### config.mk
export PLATFORM = sky130hd
export DESIGN_NAME = midi_byte_stream_parser_core
export DESIGN_NICKNAME = d
export VERILOG_FILES = /design/src/rtl/mbsp_pkg.sv /design/src/rtl/midi_byte_stream_parser_core.sv /design/src/rtl/mbsp_step.sv
export SDC_FILE = /design/constraint.sdc
export NUM_CORES = 1
export LEC_CHECK = 0
export ABC_AREA = 1
export BUFFER_PORTS_ARGS = -buffer_cell sky130_fd_sc_hd__buf_2
export CAP_MARGIN = 20
export CORE_MARGIN = 1.5
export CORE_UTILIZATION = 55
export CTS_CLUSTER_SIZE = 25
export DETAILED_ROUTE_END_ITERATION = 8
export PLACE_DENSITY = 0.78
export SLEW_MARGIN = 20
export SYNTH_ARGS = -nofsm -noshare
export SYNTH_HDL_FRONTEND = slang
export SYNTH_HIERARCHICAL = 1
export SYNTH_SLANG_ARGS = --single-unit
### constraint.sdc
create_clock -name clk_i -period 4.83 [get_ports clk_i]
set_input_delay 0.966 -clock clk_i [delete_from_list [all_inputs] [get_ports clk_i]]
set_output_delay 0.966 -clock clk_i [all_outputs]
set_load 0.02 [all_outputs]
### src/rtl/mbsp_pkg.sv
// Package for the MIDI byte stream parser: result record, data count classes
// and the status byte decode table. No dependencies.
package mbsp_pkg;

  // End of exclusive status byte.
  localparam logic [7:0] STATUS_EOX = 8'hF7;

  // How many data bytes a status byte calls for.
  typedef enum logic [1:0] {
    COUNT_ZERO  = 2'd0,
    COUNT_ONE   = 2'd1,
    COUNT_TWO   = 2'd2,
    COUNT_SYSEX = 2'd3
  } count_class_e;

  // One result item as it leaves the parser.
  typedef struct packed {
    logic [3:0] slot;
    logic [4:0] position;
    logic [7:0] byte_value;
    logic       status_restated;
    logic       message_done;
    logic [5:0] message_length;
    logic       overflow;
  } result_t;

  // Standard MIDI data count table; unknown system codes are treated as sysex.
  function automatic count_class_e count_class(input logic [7:0] status);
    count_class_e cls;
    cls = COUNT_TWO;
    case (status[7:4])
      4'hC, 4'hD: cls = COUNT_ONE;
      4'hF: begin
        case (status[3:0])
          4'h1, 4'h3: cls = COUNT_ONE;
          4'h2: cls = COUNT_TWO;
          4'h6, 4'h8, 4'hA, 4'hB, 4'hC, 4'hE, 4'hF: cls = COUNT_ZERO;
          default: cls = COUNT_SYSEX;
        endcase
      end
      default: cls = COUNT_TWO;
    endcase
    return cls;
  endfunction

endpackage

### src/rtl/midi_byte_stream_parser_core.sv
// Top level of the MIDI byte stream parser: parser state, output register
// and handshakes. Depends on mbsp_pkg and mbsp_step.
//
// Usage:
//   Input channel: in_valid_i / in_stall_o carry one raw MIDI byte per item.
//   Output channel: out_valid_o / out_stall_i carry one result item per
//   input item: ring slot, position, stored byte, running status flag,
//   message completion with its length, and the end of exclusive overflow.
//   An item moves on a rising edge where valid is high and stall is low.
//   Latency: the result of a byte is shown on the cycle after it is taken.
//   Throughput: one byte per cycle; the parser state is updated in the same
//   cycle the byte is accepted, so each byte sees the state left by the
//   previous one.
//   Stall: the output register holds its item while out_stall_i is high, and
//   in_stall_o is raised only when that register is full and stalled, so a
//   new byte is taken in the cycle the waiting result leaves.
//   Reset: rst_ni clears the working status, data count, position, write
//   slot and the output valid bit; the block is ready at once.
module midi_byte_stream_parser_core #(
  parameter int BUFFER_SLOTS      = 16,
  parameter int MAX_MESSAGE_BYTES = 32
) (
  input  logic       clk_i,
  input  logic       rst_ni,
  input  logic       in_valid_i,
  output logic       in_stall_o,
  input  logic [7:0] in_byte_i,
  output logic       out_valid_o,
  input  logic       out_stall_i,
  output logic [3:0] slot_o,
  output logic [4:0] position_o,
  output logic [7:0] byte_value_o,
  output logic       status_restated_o,
  output logic       message_done_o,
  output logic [5:0] message_length_o,
  output logic       overflow_o
);

  localparam int SW = $clog2(BUFFER_SLOTS);
  localparam int PW = $clog2(MAX_MESSAGE_BYTES);

  logic [7:0]         working_status_q, working_status_d;
  logic [PW-1:0]      expected_count_q, expected_count_d;
  logic [PW-1:0]      data_position_q, data_position_d;
  logic [SW-1:0]      write_slot_q, write_slot_d;
  logic               out_valid_q, out_valid_d;
  mbsp_pkg::result_t  result_q, result_d;
  logic               in_accept;

  // Take a byte whenever the output register is free or draining.
  assign in_stall_o = out_valid_q && out_stall_i;
  assign in_accept  = in_valid_i && !in_stall_o;

  mbsp_step #(
    .BUFFER_SLOTS      (BUFFER_SLOTS),
    .MAX_MESSAGE_BYTES (MAX_MESSAGE_BYTES)
  ) u_step (
    .in_byte_i        (in_byte_i),
    .working_status_i (working_status_q),
    .expected_count_i (expected_count_q),
    .data_position_i  (data_position_q),
    .write_slot_i     (write_slot_q),
    .working_status_o (working_status_d),
    .expected_count_o (expected_count_d),
    .data_position_o  (data_position_d),
    .write_slot_o     (write_slot_d),
    .result_o         (result_d)
  );

  // Output valid follows accepts and drains.
  assign out_valid_d = in_accept || (out_valid_q && out_stall_i);

  // Parser state, updated on each accepted item.
  always_ff @(posedge clk_i or negedge rst_ni) begin
    if (!rst_ni) begin
      working_status_q <= '0;
      expected_count_q <= '0;
      data_position_q  <= '0;
      write_slot_q     <= '0;
      out_valid_q      <= 1'b0;
    end else begin
      out_valid_q <= out_valid_d;
      if (in_accept) begin
        working_status_q <= working_status_d;
        expected_count_q <= expected_count_d;
        data_position_q  <= data_position_d;
        write_slot_q     <= write_slot_d;
      end
    end
  end

  // Result payload register.
  always_ff @(posedge clk_i) begin
    if (in_accept) begin
      result_q <= result_d;
    end
  end

  assign out_valid_o       = out_valid_q;
  assign slot_o            = result_q.slot;
  assign position_o        = result_q.position;
  assign byte_value_o      = result_q.byte_value;
  assign status_restated_o = result_q.status_restated;
  assign message_done_o    = result_q.message_done;
  assign message_length_o  = result_q.message_length;
  assign overflow_o        = result_q.overflow;

  // The write slot stays inside the ring.
  a_slot_range: assert property (@(posedge clk_i) disable iff (!rst_ni)
    32'(write_slot_q) < BUFFER_SLOTS)
    else $error("write slot outside the ring");

  // An overflowed end of exclusive never completes a message.
  a_ovf_not_done: assert property (@(posedge clk_i) disable iff (!rst_ni)
    out_valid_o && overflow_o |-> !message_done_o && position_o == 5'd0)
    else $error("overflow result with completion or position");

  // Running status always writes the first data byte at position one.
  a_restated_pos: assert property (@(posedge clk_i) disable iff (!rst_ni)
    out_valid_o && status_restated_o |-> position_o == 5'd1 && !byte_value_o[7])
    else $error("restated status with wrong position or a status byte");

  // A waiting result blocks new items, so none is overwritten.
  a_no_overwrite: assert property (@(posedge clk_i) disable iff (!rst_ni)
    out_valid_q && out_stall_i |-> !in_accept)
    else $error("item accepted while the output register is stalled");

endmodule

### src/rtl/mbsp_step.sv
// Per-byte decode of the MIDI parser: next parser state and the result item.
// Depends on mbsp_pkg for the count table and the result record.
module mbsp_step #(
  parameter int BUFFER_SLOTS      = 16,
  parameter int MAX_MESSAGE_BYTES = 32
) (
  input  logic [7:0]                             in_byte_i,
  input  logic [7:0]                             working_status_i,
  input  logic [$clog2(MAX_MESSAGE_BYTES)-1:0]   expected_count_i,
  input  logic [$clog2(MAX_MESSAGE_BYTES)-1:0]   data_position_i,
  input  logic [$clog2(BUFFER_SLOTS)-1:0]        write_slot_i,
  output logic [7:0]                             working_status_o,
  output logic [$clog2(MAX_MESSAGE_BYTES)-1:0]   expected_count_o,
  output logic [$clog2(MAX_MESSAGE_BYTES)-1:0]   data_position_o,
  output logic [$clog2(BUFFER_SLOTS)-1:0]        write_slot_o,
  output mbsp_pkg::result_t                      result_o
);

  localparam int SW = $clog2(BUFFER_SLOTS);
  localparam int PW = $clog2(MAX_MESSAGE_BYTES);
  localparam int LW = $clog2(MAX_MESSAGE_BYTES + 1);
  localparam logic [SW-1:0] LAST_SLOT = SW'(BUFFER_SLOTS - 1);
  localparam logic [PW-1:0] LAST_POS  = PW'(MAX_MESSAGE_BYTES - 1);

  logic [SW-1:0]          slot_next;
  logic [SW-1:0]          slot_prev;
  logic [PW:0]            data_idx;
  logic [PW-1:0]          count_new;
  mbsp_pkg::count_class_e cls;
  logic [SW-1:0]          slot_w;
  logic [PW-1:0]          pos_w;
  logic [LW-1:0]          len_w;
  logic                   restated_w;
  logic                   done_w;
  logic                   ovf_w;

  // Ring neighbors of the write slot.
  assign slot_next = (write_slot_i == LAST_SLOT) ? '0 : write_slot_i + 1'b1;
  assign slot_prev = (write_slot_i == '0) ? LAST_SLOT : write_slot_i - 1'b1;
  assign data_idx  = {1'b0, data_position_i} + 1'b1;

  // Data count for a fresh status byte.
  always_comb begin
    cls = mbsp_pkg::count_class(in_byte_i);
    case (cls)
      mbsp_pkg::COUNT_ZERO: count_new = '0;
      mbsp_pkg::COUNT_ONE:  count_new = PW'(1);
      mbsp_pkg::COUNT_TWO:  count_new = PW'(2);
      default:              count_new = LAST_POS;
    endcase
  end

  // Next state and result fields.
  always_comb begin
    working_status_o = working_status_i;
    expected_count_o = expected_count_i;
    data_position_o  = data_position_i;
    write_slot_o     = write_slot_i;
    slot_w           = write_slot_i;
    pos_w            = '0;
    len_w            = '0;
    restated_w       = 1'b0;
    done_w           = 1'b0;
    ovf_w            = 1'b0;
    if (in_byte_i[7]) begin
      working_status_o = in_byte_i;
      if (in_byte_i == mbsp_pkg::STATUS_EOX) begin
        // End of exclusive closes the slot opened last, if there is room.
        expected_count_o = '0;
        slot_w           = slot_prev;
        if (data_position_i != LAST_POS) begin
          data_position_o = data_idx[PW-1:0];
          pos_w           = data_idx[PW-1:0];
          done_w          = 1'b1;
          len_w           = LW'(data_idx) + 1'b1;
        end else begin
          ovf_w = 1'b1;
        end
      end else begin
        // Any other status opens the next slot.
        expected_count_o = count_new;
        data_position_o  = '0;
        write_slot_o     = slot_next;
        if (count_new == '0) begin
          done_w = 1'b1;
          len_w  = LW'(1);
        end
      end
    end else if (data_idx <= {1'b0, expected_count_i}) begin
      // Data byte within the open message.
      slot_w          = slot_prev;
      data_position_o = data_idx[PW-1:0];
      pos_w           = data_idx[PW-1:0];
      if (data_idx == {1'b0, expected_count_i}) begin
        done_w = 1'b1;
        len_w  = LW'(expected_count_i) + 1'b1;
      end
    end else begin
      // Running status: a new slot with the saved status restated.
      write_slot_o    = slot_next;
      data_position_o = PW'(1);
      pos_w           = PW'(1);
      restated_w      = 1'b1;
      if (expected_count_i == PW'(1)) begin
        done_w = 1'b1;
        len_w  = LW'(2);
      end
    end
  end

  assign result_o.slot            = 4'(slot_w);
  assign result_o.position        = 5'(pos_w);
  assign result_o.byte_value      = in_byte_i;
  assign result_o.status_restated = restated_w;
  assign result_o.message_done    = done_w;
  assign result_o.message_length  = 6'(len_w);
  assign result_o.overflow        = ovf_w;

endmodule

==> impl_metrics.py <==
metrics = {
    "global_routing": {
        "grt_pass1_wl_mm": 8.92,
        "grt_overflow": 0,
        "grt_use_total": 0.220,
        "first_global_vias": 1942,
        "grt_start_max_net_pins": 27,
        "initial_antenna_violation_count": 0,
    },
    "setup_path": {
        "critical_path.max_stage_delay_ns": 0.53,
        "regToRegStartpoint": "data_position_q[0]",
        "timing_worst_setup_path_type": "reg -> reg",
        "crit_path_cell_trace": "ha_1 -> nand2_1 -> nor2_1 -> ha_1 -> ha_1 -> nand2_1 -> nor2_1 -> nand4_2 -> nand2_2 -> nand2_1 -> nand2_1 -> nand2_1 -> nand2_1 -> nand3_1 -> nand2_1",
        "cp_slowest_cell": "sky130_fd_sc_hd__dfrtp_1",
        "reg2reg_slack_ns": 2.03,
        "timing.rr.end": "data_position_q[1]",
        "critical_path_peak_fanout": 9,
        "end_kind": "flop",
        "worst_path_most_repeated_cell": "sky130_fd_sc_hd__nand2_1",
        "crit_required_ns": 5.07,
        "worst_ep_arrival_ns": 3.04,
        "timing.reg2reg.worst_path_depth": 15,
        "start_kind": "flop",
    },
    "finish": {
        "filler_cell_count": 407,
        "antenna_cells": 0,
        "final_net_count": 379,
        "area.growth.synth_to_final_pct": 7.68,
        "finalCoreUtilization": 0.617,
        "area.sequential_um2": 1160,
        "fraction_of_final_layout_cells_with_drive_strength_greater_than_1": 0.191,
        "multiInputGateArea_um2": 1190,
    },
    "clock_tree": {
        "clock_tree.htree_level_count": 2,
        "tritoncts_num_sinks": 41,
        "clk_pin_slew_ns": 0.08,
        "worst_skew_pair.late_latency_ns": 0.29,
        "cts.root.buffer_cell": "sky130_fd_sc_hd__clkbuf_8",
        "postCtsResizedCells": 0,
        "cts_hold_repair.buffers": 0,
        "postCtsSetupBuffers": 0,
        "numCtsBuffers": 5,
        "cts-root-to-sink-buffers": 2,
        "cts_tree": "yes",
    },
    "timing": {
        "worst_margin_slew_ns": 0.950,
        "worst_hold_slack_ns": 0.552,
        "fin_setup_tns_ns": 0,
        "layout_setup_ws_ns": 2.03,
        "min_period_over_period": 0.580,
        "final.min_clock_period_ns": 2.80,
        "timing.clock.skew_ns": 0.00836,
        "grt_setup_unrepaired": "false",
        "report.final.hold_viol_count": 0,
        "slew_violations": 0,
        "finalSetupViolations": 0,
        "timing.slew.headroom": 0.366,
        "timing.fmax_mhz": 357,
    },
    "min_path": {
        "hp-class": "reg -> reg",
        "hold_path_depth": 2,
        "worst_hold_startpoint": "data_position_q[3]",
        "holdPathEnd": "data_position_q[3]",
    },
    "detailed_routing": {
        "detailed_route_iter0_violations": 157,
        "routed_wire_length_per_instance_um": 12.9,
        "drt_pass1_iterations": 5,
        "vias": 2157,
        "detail_route.vias_per_cell": 5.16,
        "drc": 0,
        "wirelength_mm": 5.41,
        "postRouteAntennaNets": 0,
    },
    "floorplanning": {
        "fp-row-count": 25,
        "die-area_um2": 5350,
        "ios": 40,
        "floorplan.die.width_um": 73.1,
        "fp.dieH_um": 73.1,
        "floorplan.initialDensity": 0.573,
        "design.core.area_um2": 4720,
    },
    "synthesis": {
        "post_synth_inst_count": 327,
        "syn_area_um2": 2710,
        "syn_area_cell_um2": 8.27,
        "synthesis.yosys.warnings": 6,
        "synth_nets": 356,
    },
    "placement": {
        "gp_congestion": 0.909,
        "port_buffers": 39,
        "dp_worst_setup_slack_ns": 2.11,
        "dpl.hpwl_mm": 3.93,
    },
    "flow_run": {
        "timing.max_cap.violations": 0,
    },
    "status": {
        "outcome": "completed",
    },
    "power_and_ir_drop": {
        "peakVddDrop_mv": 0.164,
        "report.power.total_mw": 1.32,
        "power_per_cell_area_nw_per_um2": 455,
        "cellLeakagePower_nw": 1.49,
    },
}
[area by class of cell]
type,instances,share of cell area
Multi-Input combinational cell,216,0.409
Sequential cell,41,0.397
Timing Repair Buffer,39,0.0670
Inverter,47,0.0610
Tap cell,67,0.0288
Clock buffer,6,0.0249
Clock inverter,2,0.0120
[worst max-delay path by stage]
stage	from	endpoint	slack, ns	cells after the start
2_1_floorplan	data_position_q[0]	slot_o[1]	2.41	12
3_3_place_gp	data_position_q[0]	slot_o[1]	2.17	12
3_5_place_dp	data_position_q[0]	data_position_q[1]	2.11	15
4_1_cts	data_position_q[0]	data_position_q[1]	2.05	15
5_1_grt	data_position_q[0]	data_position_q[3]	1.78	15
6_report	data_position_q[0]	data_position_q[1]	2.03	15
[layer usage]
metal	wire, µm	track usage	up-vias
li1	-	-	1091
met1	2440	0.301	984
met2	2460	0.351	76
met3	429	0.0401	6
met4	69	0.0797	0
met5	0	0	-
[where the power goes]
part / switching (mW) / internal, mW / total (mW)
Sequential: 0.0666 / 0.450 / 0.516
Clock: 0.114 / 0.153 / 0.268
Combinational: 0.352 / 0.188 / 0.540
Total: 0.533 / 0.791 / 1.32
[worst max-delay path, delay by kind of cell, from the launching register on]
kind,cells,cell delay [ns]
adder cells (fa/ha/maj),3,0.83
flip-flops,1,0.53
AND/OR/NAND/NOR,12,1.37
[layout by cell type (no fill, tap or decap), types with 2 or more instances in the layout]
master,n
sky130_fd_sc_hd__o22ai_1,2
sky130_fd_sc_hd__inv_1,46
sky130_fd_sc_hd__o211ai_1,3
sky130_fd_sc_hd__dfrtp_1,15
sky130_fd_sc_hd__nand3_1,34
sky130_fd_sc_hd__o21ai_0,9
sky130_fd_sc_hd__o21ai_1,3
sky130_fd_sc_hd__nor2_1,10
sky130_fd_sc_hd__xor2_1,4
sky130_fd_sc_hd__clkinv_2,2
sky130_fd_sc_hd__nand3_2,2
sky130_fd_sc_hd__buf_2,39
sky130_fd_sc_hd__edfxtp_1,26
sky130_fd_sc_hd__clkbuf_8,5
sky130_fd_sc_hd__nand2_1,96
sky130_fd_sc_hd__nand2_4,2
sky130_fd_sc_hd__nand4_1,5
sky130_fd_sc_hd__nand2_2,10
sky130_fd_sc_hd__ha_1,17
sky130_fd_sc_hd__nor3_1,3
sky130_fd_sc_hd__a21oi_1,3
[state kept, by name, indices dropped and copies added (netlist names)]
name               flops
data_position_q        5
expected_count_q       5
position_o             5
message_length_o       6
byte_value_o           8
status_restated_o      1
out_valid_o            1
slot_o                 4
write_slot_q           4
message_done_o         1
overflow_o             1
[through the flow]
| stage | std cells | instance area (µm²) |
|---|---|---|
| floorplan | 327 | 2710 |
| global placement | 410 | 2810 |
| detailed placement | 410 | 2810 |
| CTS | 418 | 2910 |
| global route | 418 | 2910 |
| finish | 418 | 2910 |
No activity file was read; power rests on OpenSTA's default activity.
